===== src/hdl/pwlm_pkg.sv =====
// shared types and constants of the plus-window local maximum finder
`timescale 1ns / 1ps
`default_nettype none

package pwlm_pkg;

    // payload widths
    localparam int SAMPLE_W = 16;
    localparam int ROW_W    = 12;
    localparam int COL_W    = 10;
    localparam int FW_W     = 11;
    localparam int FH_W     = 12;
    localparam int CFG_IDX_W = 1;
    localparam int CFG_DATA_W = 12;

    // configuration register indexes
    localparam logic [CFG_IDX_W-1:0] REG_FRAME_WIDTH  = 1'd0;
    localparam logic [CFG_IDX_W-1:0] REG_FRAME_HEIGHT = 1'd1;

    // reset values of the configuration registers
    localparam logic [FW_W-1:0] FRAME_WIDTH_RST  = 11'd1024;
    localparam logic [FH_W-1:0] FRAME_HEIGHT_RST = 12'd1024;

    typedef logic [SAMPLE_W-1:0] sample_t;
    typedef logic [ROW_W-1:0]    row_t;
    typedef logic [COL_W-1:0]    peak_col_t;

    // per-pixel position flags from the position tracker
    typedef struct packed {
        logic cand;       // interior pixel of the row above can be decided
        logic has_right;  // a right neighbour exists in the row above
    } pos_flags_t;

    // one reported peak
    typedef struct packed {
        row_t      row;
        peak_col_t col;
        sample_t   value;
    } peak_t;

endpackage

`default_nettype wire


===== src/hdl/pwlm_peak_if.sv =====
// peak report channel: valid/ready handshake with row, column and value
`timescale 1ns / 1ps
`default_nettype none

interface pwlm_peak_if;
    logic          valid;
    logic          ready;
    logic [12-1:0] peak_row;
    logic [10-1:0] peak_col;
    logic [16-1:0] peak_value;

    modport source (output valid, output peak_row, output peak_col, output peak_value,
                    input ready);
    modport sink   (input valid, input peak_row, input peak_col, input peak_value,
                    output ready);
endinterface

`default_nettype wire


===== src/hdl/pwlm_fifo.sv =====
// two-entry result queue that decouples the compare stage from the receiver
`timescale 1ns / 1ps
`default_nettype none

module pwlm_fifo (
    input  wire logic            clk,
    input  wire logic            rst_n,
    input  wire logic            push,
    input  wire pwlm_pkg::peak_t push_data,
    output logic                 full,
    pwlm_peak_if.source          peaks
);

    pwlm_pkg::peak_t slot_reg [2];
    logic            wr_ptr_reg;
    logic            rd_ptr_reg;
    logic [1:0]      count_reg, count_next;
    logic            pop;
    pwlm_pkg::peak_t head;

    assign pop  = peaks.valid && peaks.ready;
    assign full = (count_reg == 2'd2);
    assign head = slot_reg[rd_ptr_reg];

    // slot storage
    always_ff @(posedge clk)
    begin
        if (push)
        begin
            slot_reg[wr_ptr_reg] <= push_data;
        end
    end

    // occupancy
    always_comb
    begin
        count_next = count_reg;
        case ({push, pop})
            2'b10:   count_next = count_reg + 2'd1;
            2'b01:   count_next = count_reg - 2'd1;
            default: count_next = count_reg;
        endcase
    end

    // pointers and count
    always_ff @(posedge clk or negedge rst_n)
    begin
        if (!rst_n)
        begin
            wr_ptr_reg <= 1'b0;
            rd_ptr_reg <= 1'b0;
            count_reg  <= 2'd0;
        end
        else
        begin
            if (push)
            begin
                wr_ptr_reg <= ~wr_ptr_reg;
            end
            if (pop)
            begin
                rd_ptr_reg <= ~rd_ptr_reg;
            end
            count_reg <= count_next;
        end
    end

    // output word
    assign peaks.valid      = (count_reg != 2'd0);
    assign peaks.peak_row   = head.row;
    assign peaks.peak_col   = head.col;
    assign peaks.peak_value = head.value;

endmodule

`default_nettype wire


===== src/flat_wrapper.sv =====
// flat-port wrapper written by rule: the top's interface ports become plain ports
module pwlm_fifo_flat 
  (clk, rst_n, push, push_data, full, peaks_valid, peaks_peak_row, peaks_peak_col, peaks_peak_value, peaks_ready);
  pwlm_peak_if peaks_i ();
  input  wire logic clk;
  input  wire logic rst_n;
  input  wire logic push;
  input  wire pwlm_pkg::peak_t push_data;
  output logic full;
  output wire logic [$bits(peaks_i.valid)-1:0] peaks_valid;
  output wire logic [$bits(peaks_i.peak_row)-1:0] peaks_peak_row;
  output wire logic [$bits(peaks_i.peak_col)-1:0] peaks_peak_col;
  output wire logic [$bits(peaks_i.peak_value)-1:0] peaks_peak_value;
  input wire logic [$bits(peaks_i.ready)-1:0] peaks_ready;
  assign peaks_valid = peaks_i.valid;
  assign peaks_peak_row = peaks_i.peak_row;
  assign peaks_peak_col = peaks_i.peak_col;
  assign peaks_peak_value = peaks_i.peak_value;
  assign peaks_i.ready = peaks_ready;
  pwlm_fifo u_core (.clk(clk), .rst_n(rst_n), .push(push), .push_data(push_data), .full(full), .peaks(peaks_i));
endmodule

===== config.mk =====
export PLATFORM = sky130hd
export DESIGN_NAME = pwlm_fifo_flat
export DESIGN_NICKNAME = d
export VERILOG_FILES = /design/src/hdl/pwlm_pkg.sv /design/src/hdl/pwlm_peak_if.sv /design/src/hdl/pwlm_fifo.sv /design/src/flat_wrapper.sv
export SDC_FILE = /design/constraint.sdc
export NUM_CORES = 1
export LEC_CHECK = 0
export BUFFER_PORTS_ARGS = -buffer_cell sky130_fd_sc_hd__buf_2
export CELL_PAD_IN_SITES_DETAIL_PLACEMENT = 1
export CELL_PAD_IN_SITES_GLOBAL_PLACEMENT = 2
export CORE_MARGIN = 2
export CORE_UTILIZATION = 34
export CTS_CLUSTER_SIZE = 16
export DETAILED_ROUTE_END_ITERATION = 8
export PLACE_DENSITY_LB_ADDON = 0.15
export SETUP_SLACK_MARGIN = 0.1
export SLEW_MARGIN = 10
export SYNTH_ARGS = -nofsm -noshare
export SYNTH_HDL_FRONTEND = slang
export SYNTH_SLANG_ARGS = --single-unit

===== constraint.sdc =====
create_clock -name clk -period 2.2 [get_ports clk]
set_input_delay 0.44 -clock clk [delete_from_list [all_inputs] [get_ports clk]]
set_output_delay 0.44 -clock clk [all_outputs]
set_load 0.02 [all_outputs]

# After elaboration in Yosys (flattened, before gate mapping)
# Memory sizes are Yosys's and may differ from the RTL's.
# Index checks and enable logic that the tools add are counted.
[word_totals] reg_bits=4 ram_bits=76 mem_count=1 output_inout_bits=40 inputBits=42
[op_classes] n_eq_ne=3 n_addsub=2 bitwise_logic=2 mux=3 n_reduce_logical=3
[memory_table] name="u_core.slot_reg" words=2 word_bits=38 read_ports=1 rd_ports_with_merged_regs=0 wr=1 line_no="pwlm_fifo.sv:14" rtl="pwlm_pkg::peak_t slot_reg [2];"
[ops] cell="$eq 2x2->1 const B" n=2
[ops] cell="$pmux 2 s2" n=1
[ops] cell="$reduce_bool 2->1" n=2
[ops] cell="$add 2x1->2 const B" n=1
[ops] cell="$eq 2x1->1 const B" n=1
[ops] cell="$mux 1" n=2
[ops] cell="$not 1->1" n=2
[ops] cell="$sub 2x1->2 const B" n=1
[ops] cell="$logic_and 1x1->1" n=1

# Longest topological paths before layout
[depth] word_depth=4 mapped_depth=6

# Least setup slack after synthesis
# No wires, ideal clock.
[synth_timing] path_type="input port to flip-flop" start="in push" end="mem u_core.slot_reg[0][0] (netlist name) (enable)" setup_time_ns=0.434 stages=2 n_path_buf=0 required_time_ns=1.766 arrival_ns=2.096 slack_ns=-0.330 path_cell_list="inv_1 -> nor2_1"
[synth_between] elab_chain_cells=2
[synth_lines] item="start: declaration" line_no="flat_wrapper.sv:7" rtl="input wire logic push;"
[synth_lines] item="$mux 1" line_no="pwlm_fifo.sv:28" rtl="if (push)"
[synth_lines] item="$mux 1 (not written as such)" line_no="pwlm_fifo.sv:30" rtl="slot_reg[wr_ptr_reg] <= push_data;"
[synth_lines] item="end: declaration" line_no="pwlm_fifo.sv:14"
# No other way between the ends.

# Worst setup path after layout
[layout_timing] start="reg u_core.rd_ptr_reg" end="out peaks_peak_value[1]"
[layout_between] elab_chain_cells=1
[layout_lines] item="start: declaration" line_no="pwlm_fifo.sv:16" rtl="logic rd_ptr_reg;"
[layout_lines] item="start signal: assignment" line_no="pwlm_fifo.sv:62" rtl="rd_ptr_reg <= ~rd_ptr_reg;"
[layout_lines] item="$mem_v2 2x38"
[layout_lines] item="end: declaration" line_no="flat_wrapper.sv:13" rtl="output wire logic [$bits(peaks_i.peak_value)-1:0] peaks_peak_value;"
# No other way between the ends.

==> reports/metrics.cfg <==
[grt]
grt_pass1_wl_um=8760
grt_antenna_before_repair=0
grt_use_total=0.122
first_global_vias=1705
grt_max_degree=25
grt_overflow=0

[worst_setup_path]
worst_path_max_delay_cell=mux2_2
slowest_delay_ns=0.39
path_max_fanout=24
worstSetupPathType=flip-flop to output port
crit_chain=buf_4 > mux2_2 > buf_2
cp-end-kind=output port
rr_worst_depth=5
required_ns=1.76
cp-start-kind=flip-flop
cp.arrival_ns=1.57

[detailed_routing]
num_vias=1527
wl_met1_um=2250
top_layer_used=met4
firstDrtPassIters=4
wire_per_inst_um=16.5
wl_met3_um=258
drt_iter0_markers=70
route.met2.wl_um=3020
wl_um=5620
ant_nets=0
via_per_inst=4.48
drc=0

[layout]
multiInputGateArea_um2=566
diodes=0
fillers=863
largest_reg_flops=76
fin_nets=273
drive_gt1_frac=0.609
seq_area_um2=2380
syn2layout_area_growth_pct=25.6

[synth]
avgSynthCellArea_um2=22.1
synth_top_cell_by_area=edfxtp_1
seq_area_frac_synth=0.798
synth-simple-area-share=0.0117
ys.warnings.count=0
synth_fa_ha_area_frac=0.00419
synth.area.top_cells=edfxtp_1 76%, mux2_2 11%, mux2_4 5.0%
post_synth_mux_area_share=0.156
synth-main-ff-cell=edfxtp_1
synth_commonest_cells=76 x edfxtp_1, 28 x mux2_2, 10 x mux2_4, 4 x dfrtp_1, 3 x xor2_1
synth_top_cell_area_share=0.765
ys_async_sr_fraction=0.0500
syn_area_um2=2980
synth_compound_area_frac=0
synth_cells=135
synth_most_common_cell=edfxtp_1
synth_top_family_by_area=multiplexers
synth_edf_count=76
synth.distinct_cells=16
synth_nets=178
synth_xor_area_frac=0.0147
ys_ff_latch=80

[clocking]
clkTransAtPathRegs_ns=0.08
cts_buffer_depth=2
cts_tree=yes
cts_inserted_buffers=9
clock_sinks=80
root_buffer=clkbuf_8
clk_latency_ns=0.33
htreeDepth=3

[placement]
gp_congestion=0.684
pre_cts_slack_ns=0.517
io_buffers=81
dpl.hpwl_um=4120

[timing]
tns_ns=0
relSlewSlack=0.765
period_share=0.914
finalCriticalPeriod_ns=2.01
slew_violations=0
finalSetupViolCount=0
fmax_mhz=497
final-hold-violation-count=0
fin_ws_ns=0.189
rsz0062_at_grt=no
worst_pin_slew_ns=0.351
fin_skew_ns=0.00706

[pwr]
leakage_uw=0.00145
power_density_nw_per_um2=1290
ir_drop_v=0.000491

[floorplan]
io_pins=82
rows=34
die_h_um=97.7
start_util=0.346
die_w_um=97.7
fp.dieArea_um2=9540
core-area_um2=8640

[min_path]
hold_depth=1
hp-class=input pin to flip-flop

[status]
status=completed

[run]
cap_violations=0

## placed cells by master (no fill, tap or decap), drive strengths merged
cell type,netlist,routed
clkinv,0,2
ha,1,1
clkinvlp,0,1
bufinv,0,1
xor2,3,3
mux2,38,38
inv,1,1
edfxtp,76,76
nor2b,1,1
and2,2,2
nor2,2,2
clkbuf,0,10
dfrtp,4,4
or2,1,1
xnor2,2,2
dlygate4sd3,0,1
buf,4,87
## layer usage
| metal | vias to the layer above | global-route usage |
|---|---|---|
| met3 | 7 | 0.0273 |
| met4 | 0 | 0.0641 |
| met2 | 50 | 0.211 |
| li1 | 710 | - |
| met5 | - | 0 |
| met1 | 760 | 0.143 |
## layout make-up
type,instances,share of cell area
inverter,1,0.00100
tap,108,0.0360
sequential,80,0.636
clock buffer,10,0.0340
clock inverter,4,0.0127
multi-input combinational,50,0.151
timing repair buffer,88,0.130
## through the flow
stage,instance area (um2),power (uW),cells,util,hold WS (ns)
after floorplan,2990,3370,135,-,0.144
after global placement,3560,3860,326,0.413,0.251
final,3750,4820,341,0.434,0.289
after CTS,3750,4920,341,0.434,0.271
after global routing,3750,5060,341,0.434,0.279
after detailed placement,3560,3920,326,0.413,0.255
## critical path: cells and delay by family, from the launching register on
kind | cells | cell delay, ns
buffers and inverters | 2 | 0.49
multiplexers | 1 | 0.39
flip-flops | 1 | 0.36
## worst paths after layout
check                                                 from                               to  slack, ns
setup / recovery             u_core.rd_ptr_reg$_DFFE_PN0P_              peaks_peak_value[1]       0.19
hold / removal                                push_data[2]  u_core.slot_reg[0][2]$_DFFE_PP_       0.29
setup reg to reg           u_core.count_reg[1]$_DFFE_PN0P_  u_core.count_reg[1]$_DFFE_PN0P_       0.66
hold reg to reg            u_core.count_reg[1]$_DFFE_PN0P_  u_core.count_reg[1]$_DFFE_PN0P_       0.52
max in group asynchronous                            rst_n    u_core.rd_ptr_reg$_DFFE_PN0P_       1.63
min in group asynchronous                            rst_n  u_core.count_reg[1]$_DFFE_PN0P_       0.43
## power breakdown
part	internal [uW]	switching (uW)
logic	732	984
registers	2030	96.3
clock network	508	477
total	3270	1560
## logic make-up (layout without fill, tap and decap cells)
family,Yosys count,in the layout
flip-flops,80,80
adder cells (fa/ha/maj),1,1
XOR/XNOR,5,5
buffers and inverters,5,103
AND/OR/NAND/NOR,6,6
multiplexers,38,38
## what timing repair did
action | CTS | global route
hold buffers | 1 | 0
endpoints found under the hold margin | 4 | 0
resized for setup | 0 | 0
setup buffers | 0 | 0
Power figures use the tool's default switching activity.
