$ cat src/hdl/pwlm_pkg.sv
// shared types and constants of the plus-window local maximum finder
`timescale 1ns / 1ps
`default_nettype none

package pwlm_pkg;

    // payload widths
    localparam int SAMPLE_W = 16;
    localparam int ROW_W    = 12;
    localparam int COL_W    = 10;
    localparam int FW_W     = 11;
    localparam int FH_W     = 12;
    localparam int CFG_IDX_W = 1;
    localparam int CFG_DATA_W = 12;

    // configuration register indexes
    localparam logic [CFG_IDX_W-1:0] REG_FRAME_WIDTH  = 1'd0;
    localparam logic [CFG_IDX_W-1:0] REG_FRAME_HEIGHT = 1'd1;

    // reset values of the configuration registers
    localparam logic [FW_W-1:0] FRAME_WIDTH_RST  = 11'd1024;
    localparam logic [FH_W-1:0] FRAME_HEIGHT_RST = 12'd1024;

    typedef logic [SAMPLE_W-1:0] sample_t;
    typedef logic [ROW_W-1:0]    row_t;
    typedef logic [COL_W-1:0]    peak_col_t;

    // per-pixel position flags from the position tracker
    typedef struct packed {
        logic cand;       // interior pixel of the row above can be decided
        logic has_right;  // a right neighbour exists in the row above
    } pos_flags_t;

    // one reported peak
    typedef struct packed {
        row_t      row;
        peak_col_t col;
        sample_t   value;
    } peak_t;

endpackage

`default_nettype wire

$ cat src/hdl/pwlm_pos.sv
// row and column tracker with frame wrap and window eligibility flags
`timescale 1ns / 1ps
`default_nettype none

module pwlm_pos #(
    parameter int MAX_WIDTH = 1024
) (
    input  wire logic                         clk,
    input  wire logic                         rst_n,
    input  wire logic                         advance,
    input  wire logic                         frame_start,
    input  wire logic [pwlm_pkg::FW_W-1:0]    frame_width,
    input  wire logic [pwlm_pkg::FH_W-1:0]    frame_height,
    output logic      [$clog2(MAX_WIDTH)-1:0] col,
    output logic      [$clog2(MAX_WIDTH)-1:0] col_right,
    output pwlm_pkg::row_t                    row,
    output pwlm_pkg::pos_flags_t              flags
);

    localparam int CW = $clog2(MAX_WIDTH);
    localparam int WB = $clog2(MAX_WIDTH + 1);
    localparam int XW = ((WB > pwlm_pkg::FW_W) ? WB : pwlm_pkg::FW_W) + 1;
    localparam int RW = pwlm_pkg::ROW_W;

    logic [CW-1:0] col_reg, col_next;
    logic [RW-1:0] row_reg, row_next;

    logic [XW-1:0] w_use;
    logic [RW-1:0] h_use;
    logic [CW-1:0] col_start, col_cur;
    logic [RW-1:0] row_start, row_cur;
    logic [RW:0]   row_inc, row_adv;
    logic [XW-1:0] col_inc;

    // width and height in use
    always_comb
    begin
        w_use = XW'(frame_width);
        if (frame_width == '0)
        begin
            w_use = XW'(1);
        end
        else if (XW'(frame_width) > XW'(MAX_WIDTH))
        begin
            w_use = XW'(MAX_WIDTH);
        end
        h_use = (frame_height == '0) ? RW'(1) : frame_height;
    end

    // position of the incoming word and of the one after it
    always_comb
    begin
        col_start = frame_start ? '0 : col_reg;
        row_start = frame_start ? '0 : row_reg;

        col_cur = col_start;
        row_inc = {1'b0, row_start};
        if (XW'(col_start) >= w_use)
        begin
            col_cur = '0;
            row_inc = {1'b0, row_start} + (RW+1)'(1);
        end
        row_cur = (row_inc >= {1'b0, h_use}) ? '0 : row_inc[RW-1:0];

        col_inc = XW'(col_cur) + XW'(1);
        flags.has_right = (col_inc < w_use);
        flags.cand = (row_cur >= RW'(2)) && (col_cur != '0) &&
                     ((col_inc + XW'(1)) <= w_use);

        row_adv  = {1'b0, row_cur} + (RW+1)'(1);
        col_next = col_inc[CW-1:0];
        row_next = row_cur;
        if (col_inc >= w_use)
        begin
            col_next = '0;
            row_next = (row_adv >= {1'b0, h_use}) ? '0 : row_adv[RW-1:0];
        end
    end

    // counter registers
    always_ff @(posedge clk or negedge rst_n)
    begin
        if (!rst_n)
        begin
            col_reg <= '0;
            row_reg <= '0;
        end
        else if (advance)
        begin
            col_reg <= col_next;
            row_reg <= row_next;
        end
    end

    assign col       = col_cur;
    assign col_right = col_inc[CW-1:0];
    assign row       = row_cur;

endmodule

`default_nettype wire

$ cat config.mk
export PLATFORM = sky130hd
export DESIGN_NAME = pwlm_pos
export DESIGN_NICKNAME = d
export VERILOG_FILES = /design/src/hdl/pwlm_pkg.sv /design/src/hdl/pwlm_pos.sv
export SDC_FILE = /design/constraint.sdc
export NUM_CORES = 1
export LEC_CHECK = 0
export ABC_AREA = 1
export ABC_CLOCK_PERIOD_IN_PS = 6900
export BUFFER_PORTS_ARGS = -buffer_cell sky130_fd_sc_hd__buf_2
export CAP_MARGIN = 20
export CELL_PAD_IN_SITES_DETAIL_PLACEMENT = 1
export CELL_PAD_IN_SITES_GLOBAL_PLACEMENT = 2
export CORE_MARGIN = 2
export CORE_UTILIZATION = 28
export DETAILED_ROUTE_END_ITERATION = 7
export GPL_ROUTABILITY_DRIVEN = 0
export GPL_TIMING_DRIVEN = 0
export PLACE_DENSITY = 0.87
export SKIP_LAST_GASP = 1
export SYNTH_ARGS = -nofsm -noshare
export SYNTH_HDL_FRONTEND = slang
export SYNTH_SLANG_ARGS = --single-unit
$ cat constraint.sdc
create_clock -name clk -period 6.9 [get_ports clk]
set_input_delay 1.38 -clock clk [delete_from_list [all_inputs] [get_ports clk]]
set_output_delay 1.38 -clock clk [all_outputs]
set_load 0.01 [all_outputs]
* Word-level counts from Yosys, hierarchy flattened
Index checks and enable logic that the tools add are counted.
** Word-level totals
- Bits in writable memories :: 0
- Bits of input ports :: 27
- ROM bits :: 0
- Output and inout port bits :: 34
- Bits in latches :: 0
- Memories :: 0
- Bits in registers :: 22
- Logic and storage cells :: 30
** Operators by class
- Div/mod/pow operators :: 0
- Multiply operators :: 0
- Muxes and demuxes :: 11
- $lt $le $gt $ge :: 8
- Bitwise logic cells :: 0
- Add/subtract/negate cells :: 4
- Shift operators :: 0
- Reduce and logical (&&, ||, !) cells :: 5
- Equal/unequal tests :: 0
** Operators by type and width (count)
- two-way mux 12 bit :: 6
- two-way mux 10 bit :: 3
- adder 12 x 1 -> 13 bit (second input constant) :: 2
- greater-or-equal comparator 13 x 12 -> 1 bit :: 2
- two-way mux 13 bit :: 1
- adder 11 x 1 -> 12 bit (second input constant) :: 1
- greater-or-equal comparator 10 x 12 -> 1 bit :: 1
- greater-or-equal comparator 11 x 12 -> 1 bit :: 1
- greater-or-equal comparator 12 x 2 -> 1 bit (second input constant) :: 1
- <= comparator 12 bit :: 1
- logical NOT 12 bit :: 1
- less-than comparator 11 x 12 -> 1 bit :: 1
- adder 10 x 1 -> 11 bit (second input constant) :: 1
- > comparator 11 bit (second input constant) :: 1
- logical NOT 11 bit :: 1
- two-way mux 11 bit :: 1
- nonzero test 10 bit :: 1
- logical AND 1 bit :: 2

* Depth between registers and ports, before layout
- Depth after elaboration :: 11
- Depth in mapped cells :: 51
- Gate-level depth less buffers :: 50

* Least setup slack after synthesis
OpenSTA, ideal clock, no wires.
- Path kind :: in2reg
- From :: input port frame_width[4] (netlist bit)
- To :: register row_reg[1]
- Stages :: 50
- Library setup time :: 0.078 ns
- Arrival :: 7.008 ns
- Buffers on the path :: 1
- Setup slack :: -0.186 ns
- Data required time :: 6.822 ns
- Cell sequence :: nor4_1 -> and3_1 -> a21oi_1 -> inv_1 -> nand2_1 -> ha_1 -> nand2_1 -> nor2_2 -> nand2_1 -> nor2_1 -> nand2_2 -> nand2_8 -> buf_6 -> nand2_1 -> o21ai_0 -> inv_1 -> ha_1 -> nand2_1 -> [14 not listed] -> nor2_2 -> nand2_1 -> xor2_1 -> inv_1 -> ha_1 -> nand2_1 -> nor2_1 -> nor2_1 -> o31ai_1 -> a21oi_1 -> nand2_1 -> nand2_1 -> nand3_1 -> nand2_1 -> nand2_1 -> nor2_2 -> nand2_1 -> o21bai_1
** Between the ends
- Longest elaborated chain between the ends :: 11
- Elaborated cells on any way between the ends :: 15
- Classes of those cells :: add/sub (2); order compare (5); mux (7); reduce/logical (1)
** RTL lines
- start: declaration :: RTL line pwlm_pos.sv:12 : input wire logic [pwlm_pkg::FW_W-1:0] frame_width,
- > comparator 11 bit :: RTL line pwlm_pos.sv:43 : else if (XW'(frame_width) > XW'(MAX_WIDTH))
- two-way mux 11 bit :: RTL line pwlm_pos.sv:43
- two-way mux 12 bit * :: RTL line pwlm_pos.sv:39 : if (frame_width == '0)
- greater-or-equal comparator 10 x 12 -> 1 bit * :: RTL line pwlm_pos.sv:58 : if (XW'(col_start) >= w_use)
- two-way mux 13 bit * :: RTL line pwlm_pos.sv:58
- greater-or-equal comparator 13 x 12 -> 1 bit :: RTL line pwlm_pos.sv:63 : row_cur = (row_inc >= {1'b0, h_use}) ? '0 : row_inc[RW-1:0];
- two-way mux 12 bit * :: RTL line pwlm_pos.sv:63
- via row[1] :: RTL line pwlm_pos.sv:16 : output pwlm_pkg::row_t row,
- adder 12 x 1 -> 13 bit :: RTL line pwlm_pos.sv:70 : row_adv = {1'b0, row_cur} + (RW+1)'(1);
- greater-or-equal comparator 13 x 12 -> 1 bit :: RTL line pwlm_pos.sv:76 : row_next = (row_adv >= {1'b0, h_use}) ? '0 : row_adv[RW-1:0];
- two-way mux 12 bit :: RTL line pwlm_pos.sv:76
- two-way mux 12 bit * :: RTL line pwlm_pos.sv:73 : if (col_inc >= w_use)
- end signal: assignment :: RTL line pwlm_pos.sv:91 : row_reg <= row_next;
- end: declaration :: RTL line pwlm_pos.sv:26 : logic [RW-1:0] row_reg, row_next;
The timed path passes the listed nets; every way through them passes the cells marked *.
A chain may end at the register's enable or synchronous reset.

==> reports/metrics.cfg <==
[pwr]
p_per_area_nw_per_um2=117
power.leakage_nw=3.20
power_mw=0.748
ir_worst_vdd_mv=0.0809

[finish]
layout-drive-gt1-share_pct=43.1
nets=896
multi_input_area_um2=4040
syn2layout_area_growth_pct=56.2
antenna_cells=0
largest_reg_flops=12
regArea_um2=551
fillerInstances=1826

[floorplanning]
num_rows=44
dieArea_um2=15600
coreArea_um2=14400
start_util_pct=28.5
ios=61
die_h_um=125
die_w_um=125

[worst_setup_path]
crit_type=primary input to primary output
endpoint_kind=primary output
critical-path-slowest-cell=o311a_1
slowest_delay_ps=410
worstRegToRegCells=47
critPathLaunchType=primary input
crit_start=frame_width[4]
crit_fanout=6
crit_required_ps=5520
rr_startpoint=col_reg[3]$_DFFE_PN0P_
cp-endpoint=flags[1]
r2r_slack_ps=1090
reg2reg_to=row_reg[7]$_DFFE_PN0P_
critical_path_arrival_ps=6030

[yosys]
synth_compound_area_share_pct=9.97
ys_ff_latch=22
synth-simple-area-share_pct=42.0
yosys_warnings=0
yosys.area.top_type=ha_1
ys_seq_area_share_pct=13.4
syn_area_um2=4100
synth_cell_type_count=48
avgSynthCellArea_um2=6.18
postSynthCellCount=664
synthXorXnorAreaFrac_pct=3.35
ys_top_cells_by_area=ha_1 (19%), nand2_1 (17%), dfrtp_1 (13%)
yosys_most_used_dff=dfrtp_1
async_flop_share_pct=100
synth_top_area_share_pct=19.2
synth_commonest_cells=nand2_1 (181), inv_1 (105), nor2_1 (76)
yosysMostFrequentCell=nand2_1
synth_nets=754
synth_edf_count=0
muxShareOfSynthArea_pct=0
synthAdderAreaFrac_pct=19.2
synth_top_family_by_area=simple AND/OR/NAND/NOR gates

[global_routing]
gr-total-overflow=0
grtUsageTotal_pct=21.9
grt_pass1_vias=5624
antenna_found_initial=0
grt_max_degree=23
grt_pass1_wl_um=28200

[route]
postRouteAntennaNets=0
dr_total_vias=5201
routedWlPerCell_um=19.0
drcViolationCount=0
drt_pre_antenna_iters=4
drt_wl_total_um=18800
drt_first_iter_violations=188
vias_per_cell=5.26

[timing]
finalSetupViolCount=14
finalClockSkew_ps=7.69
fmax_ghz=0.135
worst_pin_slew_ps=694
hold_slack_ps=481
report.final.slew_viol_count=0
slew_headroom_pct=53.7
rsz0062_at_grt=true
post-route-period-util_pct=107
finalCriticalPeriod_ps=7410
final.setup.worst_slack_ps=-509
hold_viol=0

[hold_path]
hp-class=flip-flop to flip-flop

[clock_tree]
cts_sinks=22
cts_max_level=1
clk_pin_slew_ps=60
cts_root_buf=clkbuf_16
cts_buffer_depth=2
cts_tree=yes
cts_made_buffers=3
clk_latency_ps=270

[status]
violations=setup timing
status=finished, violations left

[run]
maxCapViolCount=0

[placement]
port_buffers=60
hpwl_um=12400

where the power goes:
part           internal (mW)  switching (mW)  leakage, nW
sequential             0.141          0.0101        0.292
combinational          0.183           0.269         2.86
clock                 0.0890          0.0560       0.0442
cell families (layout without fill, tap and decap cells):
family                   count (synthesis)  count (layout)
adder cells (fa/ha/maj)                 63              63
buffers and inverters                  126             267
XOR/XNOR                                14              14
AND/OR/NAND/NOR                        372             372
flip-flops                              22              22
AO/OA/AOI/OAI                           67              67
layer usage:
layer,track usage (%),vias up,wire length (um)
met2,42.2,154,10100
met5,0,-,0
met3,1.84,62,509
li1,-,2431,-
met4,9.74,0,841
met1,24.2,2554,7400
cell type report:
class	count	area share, %
Buffer	9	1.17
Sequential cell	22	8.59
Clock buffer	4	1.39
Tap cell	184	3.59
Multi-Input combinational cell	516	63.0
Inverter	117	7.36
Timing Repair Buffer	137	15.0
how the worst min path moves through the flow:
stage                                start                      to  slack [ps]  depth (start not counted)
global placement    col_reg[0]$_DFFE_PN0P_  col_reg[0]$_DFFE_PN0P_         470                          2
floorplan           row_reg[0]$_DFFE_PN0P_  row_reg[0]$_DFFE_PN0P_         450                          2
detailed placement  row_reg[0]$_DFFE_PN0P_  row_reg[0]$_DFFE_PN0P_         470                          2
global route        row_reg[0]$_DFFE_PN0P_  row_reg[0]$_DFFE_PN0P_         510                          2
CTS                 row_reg[0]$_DFFE_PN0P_  row_reg[0]$_DFFE_PN0P_         490                          2
finish              row_reg[0]$_DFFE_PN0P_  row_reg[0]$_DFFE_PN0P_         480                          2
critical path, delay by kind of cell:
family | cells | cell delay [ps]
buf+inv | 10 | 1060
compound gates | 3 | 620
simple gates | 18 | 2000
xor+xnor | 1 | 220
fa+ha+maj | 3 | 730
repair_timing:
action                     CTS  global route
pin swaps                   67            77
buffers inserted            55            22
setup endpoints to repair   35            25
gates resized for setup    157            80
hold buffers                 0             0
layout by cell type, fill, tap and decap left out, drive strengths merged, types with 6 or more instances in the layout:
cell and count:
xor2 13, o21ai 18, ha 63, buf 141, nand3 50, nor2 91
nor3 12, nand2 191, o22ai 10, o21bai 6, nand4 21, clkbuf 9
a21oi 23, dfrtp 22, inv 114
per-stage QoR:
stage	utilization [%]	cells	setup TNS (ps)	instance area [um2]	worst slack [ps]
6_report	44.4	989	-3250	6410	-509
5_1_grt	44.4	989	-7760	6410	-685
4_1_cts	41.0	967	-1810	5910	-293
3_5_place_dp	32.3	908	-28140	4650	-1740
3_3_place_gp	32.3	908	-22820	4650	-1570
2_1_floorplan	-	664	0	4120	3.73
Power figures use the tool's default switching activity.
